==> src/h2r_pkg.sv <==
`timescale 1ns / 1ps
// ============================================================================
// h2r_pkg
// Shared constants, stage types and hue ramp helpers for the HSL to RGB core.
// ============================================================================
package h2r_pkg;

    localparam int FRAC_BITS  = 12;
    localparam int HUE_W      = 12;
    localparam int SL_W       = 13;
    localparam int CH_W       = 8;
    localparam int PIPE_DEPTH = 4;

    localparam int FW   = FRAC_BITS + 1;
    localparam int TW   = FRAC_BITS + 2;
    localparam int XW   = (SL_W > FW) ? SL_W : FW;
    localparam int PW   = 2 * FRAC_BITS + 2;
    localparam int VW   = 2 * FRAC_BITS + 1;
    localparam int SW   = 2 * FRAC_BITS + 9;

    localparam logic [FW-1:0]   ONE_F     = FW'(1) << FRAC_BITS;
    localparam logic [XW-1:0]   ONE_X     = XW'(1) << FRAC_BITS;
    localparam logic [TW:0]     ONE_T     = (TW + 1)'(1) << FRAC_BITS;
    localparam logic [TW:0]     THREE_T   = ONE_T * (TW + 1)'(3);
    localparam logic [TW:0]     TWO_T     = ONE_T * (TW + 1)'(2);
    localparam logic [CH_W:0]   CH_MAX    = (CH_W + 1)'((1 << CH_W) - 1);

    typedef struct packed {
        logic [FW-1:0] lum;
        logic [FW-1:0] sat;
        logic [PW-1:0] prod;
        logic          low_lum;
        logic [FW-1:0] k_r;
        logic [FW-1:0] k_g;
        logic [FW-1:0] k_b;
    } front_t;

    typedef struct packed {
        logic [FW-1:0] p;
        logic [FW-1:0] d;
        logic [FW-1:0] k_r;
        logic [FW-1:0] k_g;
        logic [FW-1:0] k_b;
    } mix_t;

    function automatic logic [TW:0] wrap3(input logic [TW:0] x);
        logic [TW:0] r;
        r = (x >= THREE_T) ? (x - THREE_T) : x;
        return r;
    endfunction

    function automatic logic [FW-1:0] ramp_k(input logic [TW:0] t);
        logic [TW+1:0] t2;
        logic [TW+1:0] fall;
        logic [FW-1:0] k;
        t2   = {t, 1'b0};
        fall = {(TWO_T - t), 1'b0};
        if (t2 < {1'b0, ONE_T})
            k = t2[FW-1:0];
        else if (t2 < {1'b0, THREE_T})
            k = ONE_F;
        else if (t < TWO_T)
            k = fall[FW-1:0];
        else
            k = '0;
        return k;
    endfunction

endpackage

==> src/h2r_front.sv <==
`timescale 1ns / 1ps
// ============================================================================
// h2r_front
// Clamp saturation and luminance, form their product and the hue ramp gains.
// ============================================================================
module h2r_front (
    input  logic                        clk,
    input  logic                        rst_n,
    input  logic                        in_valid,
    input  logic [h2r_pkg::HUE_W-1:0]   hue,
    input  logic [h2r_pkg::SL_W-1:0]    saturation,
    input  logic [h2r_pkg::SL_W-1:0]    luminance,
    output logic                        out_valid,
    output h2r_pkg::front_t             out_data
);
    import h2r_pkg::*;

    logic                 valid_reg;
    front_t               data_reg;
    front_t               data_next;
    logic [FRAC_BITS-1:0] h;
    logic [XW-1:0]        s_x;
    logic [XW-1:0]        l_x;
    logic [FW-1:0]        s_c;
    logic [FW-1:0]        l_c;
    logic [TW:0]          t_g;

    always_comb
    begin
        h   = FRAC_BITS'(hue);
        s_x = XW'(saturation);
        l_x = XW'(luminance);
        s_c = (s_x > ONE_X) ? ONE_F : FW'(s_x);
        l_c = (l_x > ONE_X) ? ONE_F : FW'(l_x);
        t_g = (TW + 1)'(h) * (TW + 1)'(3);

        data_next.lum     = l_c;
        data_next.sat     = s_c;
        data_next.prod    = PW'(l_c) * PW'(s_c);
        data_next.low_lum = ({l_c, 1'b0} < {1'b0, ONE_F});
        data_next.k_r     = ramp_k(wrap3(t_g + ONE_T));
        data_next.k_g     = ramp_k(t_g);
        data_next.k_b     = ramp_k(wrap3(t_g + TWO_T));
    end

    always_ff @(posedge clk or negedge rst_n)
    begin
        if (!rst_n)
            valid_reg <= 1'b0;
        else
            valid_reg <= in_valid;
    end

    always_ff @(posedge clk)
    begin
        data_reg <= data_next;
    end

    assign out_valid = valid_reg;
    assign out_data  = data_reg;

endmodule

==> src/h2r_mix.sv <==
`timescale 1ns / 1ps
// ============================================================================
// h2r_mix
// Form q, p and the ramp span q - p from luminance and saturation.
// ============================================================================
module h2r_mix (
    input  logic            clk,
    input  logic            rst_n,
    input  logic            in_valid,
    input  h2r_pkg::front_t in_data,
    output logic            out_valid,
    output h2r_pkg::mix_t   out_data
);
    import h2r_pkg::*;

    logic            valid_reg;
    mix_t            data_reg;
    mix_t            data_next;
    logic [FW+1:0]   ls_hi;
    logic [FW+1:0]   l_w;
    logic [FW+1:0]   s_w;
    logic [FW+1:0]   q_w;
    logic [FW+1:0]   p_w;
    logic [FW+1:0]   d_w;

    always_comb
    begin
        ls_hi = (FW + 2)'(in_data.prod >> FRAC_BITS);
        l_w   = (FW + 2)'(in_data.lum);
        s_w   = (FW + 2)'(in_data.sat);
        if (in_data.low_lum)
            q_w = l_w + ls_hi;
        else
            q_w = l_w + s_w - ls_hi;
        p_w = (l_w << 1) - q_w;
        d_w = q_w - p_w;

        data_next.p   = p_w[FW-1:0];
        data_next.d   = d_w[FW-1:0];
        data_next.k_r = in_data.k_r;
        data_next.k_g = in_data.k_g;
        data_next.k_b = in_data.k_b;
    end

    always_ff @(posedge clk or negedge rst_n)
    begin
        if (!rst_n)
            valid_reg <= 1'b0;
        else
            valid_reg <= in_valid;
    end

    always_ff @(posedge clk)
    begin
        data_reg <= data_next;
    end

    assign out_valid = valid_reg;
    assign out_data  = data_reg;

endmodule

==> src/h2r_chan.sv <==
`timescale 1ns / 1ps
// ============================================================================
// h2r_chan
// Evaluate one channel ramp and scale it to an 8-bit intensity in two stages.
// ============================================================================
module h2r_chan (
    input  logic                      clk,
    input  logic [h2r_pkg::FW-1:0]    p,
    input  logic [h2r_pkg::FW-1:0]    d,
    input  logic [h2r_pkg::FW-1:0]    k,
    output logic [h2r_pkg::CH_W-1:0]  level
);
    import h2r_pkg::*;

    logic [VW-1:0]   v_reg;
    logic [VW-1:0]   v_next;
    logic [CH_W-1:0] level_reg;
    logic [CH_W-1:0] level_next;
    logic [PW-1:0]   prod;
    logic [PW-1:0]   sum;
    logic [SW-1:0]   scaled;
    logic [CH_W:0]   c;

    always_comb
    begin
        prod   = PW'(d) * PW'(k);
        sum    = (PW'(p) << FRAC_BITS) + prod;
        v_next = sum[VW-1:0];
    end

    always_comb
    begin
        scaled     = (SW'(v_reg) << CH_W) - SW'(v_reg);
        c          = scaled[SW-1:2*FRAC_BITS];
        level_next = (c > CH_MAX) ? CH_MAX[CH_W-1:0] : c[CH_W-1:0];
    end

    always_ff @(posedge clk)
    begin
        v_reg     <= v_next;
        level_reg <= level_next;
    end

    assign level = level_reg;

endmodule

==> src/hsl_to_rgb_converter_core.sv <==
`timescale 1ns / 1ps
// ============================================================================
// hsl_to_rgb_converter_core
// Each accepted request passes the front, mix, ramp and level registers to done.
// Throughput: one request per cycle; busy stays low, set by the 4-stage pipe.
// Reset: rst_n clears all valid bits asynchronously; requests in flight drop.
// Results appear for one cycle on done; the receiver cannot stall.
// ============================================================================
module hsl_to_rgb_converter_core (
    input  logic                        clk,
    input  logic                        rst_n,
    input  logic                        start,
    output logic                        busy,
    input  logic [h2r_pkg::HUE_W-1:0]   hue,
    input  logic [h2r_pkg::SL_W-1:0]    saturation,
    input  logic [h2r_pkg::SL_W-1:0]    luminance,
    output logic                        done,
    output logic [h2r_pkg::CH_W-1:0]    red,
    output logic [h2r_pkg::CH_W-1:0]    green,
    output logic [h2r_pkg::CH_W-1:0]    blue
);
    import h2r_pkg::*;

    logic   accept;
    logic   front_valid;
    front_t front_data;
    logic   mix_valid;
    mix_t   mix_data;
    logic   v3_reg;
    logic   v4_reg;

    assign busy   = 1'b0;
    assign accept = start && !busy;

    h2r_front u_front (
        .clk        (clk),
        .rst_n      (rst_n),
        .in_valid   (accept),
        .hue        (hue),
        .saturation (saturation),
        .luminance  (luminance),
        .out_valid  (front_valid),
        .out_data   (front_data)
    );

    h2r_mix u_mix (
        .clk       (clk),
        .rst_n     (rst_n),
        .in_valid  (front_valid),
        .in_data   (front_data),
        .out_valid (mix_valid),
        .out_data  (mix_data)
    );

    h2r_chan u_red (
        .clk   (clk),
        .p     (mix_data.p),
        .d     (mix_data.d),
        .k     (mix_data.k_r),
        .level (red)
    );

    h2r_chan u_green (
        .clk   (clk),
        .p     (mix_data.p),
        .d     (mix_data.d),
        .k     (mix_data.k_g),
        .level (green)
    );

    h2r_chan u_blue (
        .clk   (clk),
        .p     (mix_data.p),
        .d     (mix_data.d),
        .k     (mix_data.k_b),
        .level (blue)
    );

    always_ff @(posedge clk or negedge rst_n)
    begin
        if (!rst_n)
        begin
            v3_reg <= 1'b0;
            v4_reg <= 1'b0;
        end
        else
        begin
            v3_reg <= mix_valid;
            v4_reg <= v3_reg;
        end
    end

    assign done = v4_reg;

    a_latency: assert property (@(posedge clk) disable iff (!rst_n)
        accept |-> ##PIPE_DEPTH done)
        else $error("request did not complete after pipeline latency");

    a_no_spurious: assert property (@(posedge clk) disable iff (!rst_n)
        done |-> $past(accept, PIPE_DEPTH))
        else $error("done without a matching request");

    a_grey: assert property (@(posedge clk) disable iff (!rst_n)
        (done && $past(accept && saturation == '0, PIPE_DEPTH))
        |-> (red == green && green == blue))
        else $error("zero saturation did not give grey");

endmodule

==> config.mk <==
export PLATFORM = sky130hd
export DESIGN_NAME = hsl_to_rgb_converter_core
export DESIGN_NICKNAME = d
export VERILOG_FILES = /design/src/h2r_pkg.sv /design/src/h2r_front.sv /design/src/h2r_mix.sv /design/src/h2r_chan.sv /design/src/hsl_to_rgb_converter_core.sv
export SDC_FILE = /design/constraint.sdc
export NUM_CORES = 2
export LEC_CHECK = 0
export BUFFER_PORTS_ARGS = -buffer_cell sky130_fd_sc_hd__buf_2
export CORE_ASPECT_RATIO = 1.4
export CORE_MARGIN = 2
export CORE_UTILIZATION = 41
export CTS_CLUSTER_DIAMETER = 80
export DETAILED_ROUTE_END_ITERATION = 8
export REMOVE_ABC_BUFFERS = 1
export SYNTH_ARGS = -nofsm -noshare
export SYNTH_HDL_FRONTEND = slang
export SYNTH_SLANG_ARGS = --single-unit
export TNS_END_PERCENT = 100
==> constraint.sdc <==
create_clock -name clk -period 8.5 [get_ports clk]
set_input_delay 1.7 -clock clk [delete_from_list [all_inputs] [get_ports clk]]
set_output_delay 1.7 -clock clk [all_outputs]
set_load 0.02 [all_outputs]
==> results.ini <==
[synth]
postSynthRegisterBits=234
synth-seq-area-share=0.1500
yosysTopAreaCell=fa_1
synth_area_um2=31370
synth_edf_count=0
synth_top_area_frac=0.3133
syn_inst=3567
ys_top_cells_by_count=inv_1, fa_1, nand2_1
synthArstFlopShare=0.01709
synth_area_leaders=fa_1, ha_1, dfxtp_1
syn_avg_cell_area_um2=8.795
yosysWarnings=0
synth_cell_types=87
synth_most_common_cell=inv_1
ys.flop_type=dfxtp_1

[worst_setup_path]
critical_path.slowest_cell=fa_1
cp_common_cell=fa_1
worstPathArrival_ns=7.90
crit_buf_inv=6
worstPathMaxFanout=17
crit_cells=23
cpLargestDelayFamily=adder cells
cp.required_ns=9.01
cp-end-kind=flip-flop
worstSetupPathType=in -> reg
critPathMaxStageDelay_ns=0.54
reg2regPathDepth=20
startpoint_type=input pin
cp_cell_sequence=buf_2, clkinv_1, nand2_1, clkinv_1, nand2_1, fa_1, inv_1, fa_1, fa_1, fa_1, inv_1, fa_1, inv_1, ha_1, a21o_1, a21o_1, a21oi_1, o21a_1, a311oi_2, nor3_1, o31ai_2, a21oi_1, xnor2_1

[timing]
slew_viol_final=0
tightest_slew_ns=1.017
rsz0062_at_grt=no
maxClockFrequency_mhz=135.2
setup_violations=0
min_period_over_period=0.8699
period_needed_ns=7.394
skew_ns=0.02287
final_hold_viol_count=0
timing.setup.tns_ns=0
timing.slew.headroom=0.3213

[global_routing]
gr-usage-all-layers=0.1862
grt_pass1_vias=23720
grt.overflow.total=0
antenna_found_initial=1
grt_pass1_wl_um=118500
grt_start_max_net_pins=48

[detailed_routing]
route.detailed.drc=0
ant_nets=0
route.vias.total=22700
drtPass1Iterations=5
post_drt_wl_per_cell_um=15.48
wl_um=70960
drt_iter0_drc=744
via_per_inst=4.953

[placement]
hpwlAfterDp_um=59200
portBuffers=65
place.gp.congestion=0.8754

[floorplan]
core-area_um2=76120
fp.dieArea_um2=78780
initial_core_util=0.4121
fp-row-count=120
fp.dieW_um=237.8
die_height_um=331.3
ios=67

[finish]
final_nets=4504
syn_to_final_growth_pct=7.355
drive_above_1_share=0.04741
fin_util=0.4424
largest_reg_flops=76
diodes=0

[job]
cap_violations=0

[clocking]
clockRootBuffer=clkbuf_16
cts_sinks=234
cts-hold-fix-buffers=0
cts_setup_buffers=0
cts_max_path_buffers=3
ctsHtreeMaxLevel=1
cts.clk_slew.worst_paths_ns=0.06
cts_tree=done
insertion_delay_ns=0.59
cts_inserted_buffers=28
postCtsResizedCells=0

[hold_path]
hp-class=reg -> reg
holdPathStages=0

[status]
status=finished clean

==> worst reg2reg max path, delay by kind of cell (launching register included) <==
family	cells	cell delay, ns
adders and majority gates	7	2.84
AOI/OAI and AO/OA	4	1.21
DFF	1	0.99
and+or+nand+nor	4	0.77
buffers and inverters	4	0.64
xor gates and xnor gates	1	0.33
==> through the flow <==
stage	std cells	hold WS, ns	instance area [um2]	setup slack [ns]
final	4583	0.3261	33680	1.106
after CTS	4583	0.3262	33680	1.170
after detailed placement	4532	0.3121	32700	0.5532
after floorplan	3469	0.3096	30980	1.345
after global placement	4532	0.3111	32700	0.6611
after global routing	4583	0.3279	33680	0.8017
==> area by class of cell <==
type                       instances  area (um2)
clock buffer                      33       760.7
sequential                       234        4707
clock inverter                    18       220.2
timing repair buffer              87       490.5
inverter                         819        3074
fill                            7491       42440
multi-input combinational       2416       23200
tap                              976        1221
==> logic make-up after synthesis <==
logic type / count (synthesis) / synth area share
simple gates: 996 / 0.1465
buf+inv: 940 / 0.1131
fa+ha+maj: 877 / 0.4673
compound gates: 356 / 0.07678
flops: 234 / 0.1500
xor+xnor: 153 / 0.04315
mux: 9 / 0.003031
other cells: 2 / 0.0002394
==> cell usage in the layout (no fill, tap or decap), drive strengths merged, types with 7 or more instances in the layout <==
master | netlist | final
and2 | 149 | 149
nor2 | 168 | 168
inv | 804 | 811
and3 | 10 | 10
fa | 491 | 491
o21bai | 13 | 13
o21a | 28 | 28
a21boi | 7 | 7
a31oi | 26 | 26
clkinv | 15 | 19
or3 | 16 | 16
buf | 10 | 87
a21o | 43 | 43
nand2b | 30 | 30
nand3b | 7 | 7
a21oi | 87 | 87
nor3 | 42 | 42
or2 | 9 | 9
nand4 | 12 | 12
xor2 | 38 | 38
xnor2 | 114 | 114
nor2b | 19 | 19
nand3 | 43 | 43
nor4 | 10 | 10
o21ai | 61 | 61
conb | 2 | 25
dfxtp | 230 | 230
o31ai | 9 | 9
o211ai | 10 | 10
a211oi | 20 | 20
clkbuf | 111 | 33
ha | 386 | 386
nand2 | 468 | 468
==> metal layers <==
layer | share of wire | vias to the layer above | track usage
li1 | - | 10920 | -
met1 | 0.39 | 11300 | 0.2100
met2 | 0.54 | 354 | 0.3562
met3 | 0.029 | 125 | 0.01556
met4 | 0.043 | 2 | 0.07561
met5 | 0.00018 | - | 0
==> path summary, 6_finish.rpt <==
path	start	end	slack (ns)
setup / recovery	luminance[12]	u_front.out_data[64]	1.11
hold / removal	u_front.out_data[38]	u_mix.out_data[38]	0.33
setup reg to reg	u_mix.out_data[44]	u_blue.v_reg[24]	1.62
hold reg to reg	u_front.out_data[38]	u_mix.out_data[38]	0.33
max in group asynchronous	rst_n	v3_reg	7.48
min in group asynchronous	rst_n	u_mix.out_valid	0.91
Power is left out: the tool's default activity adds up to more than one toggle a clock period on the data nets, which glitch-free logic cannot reach.
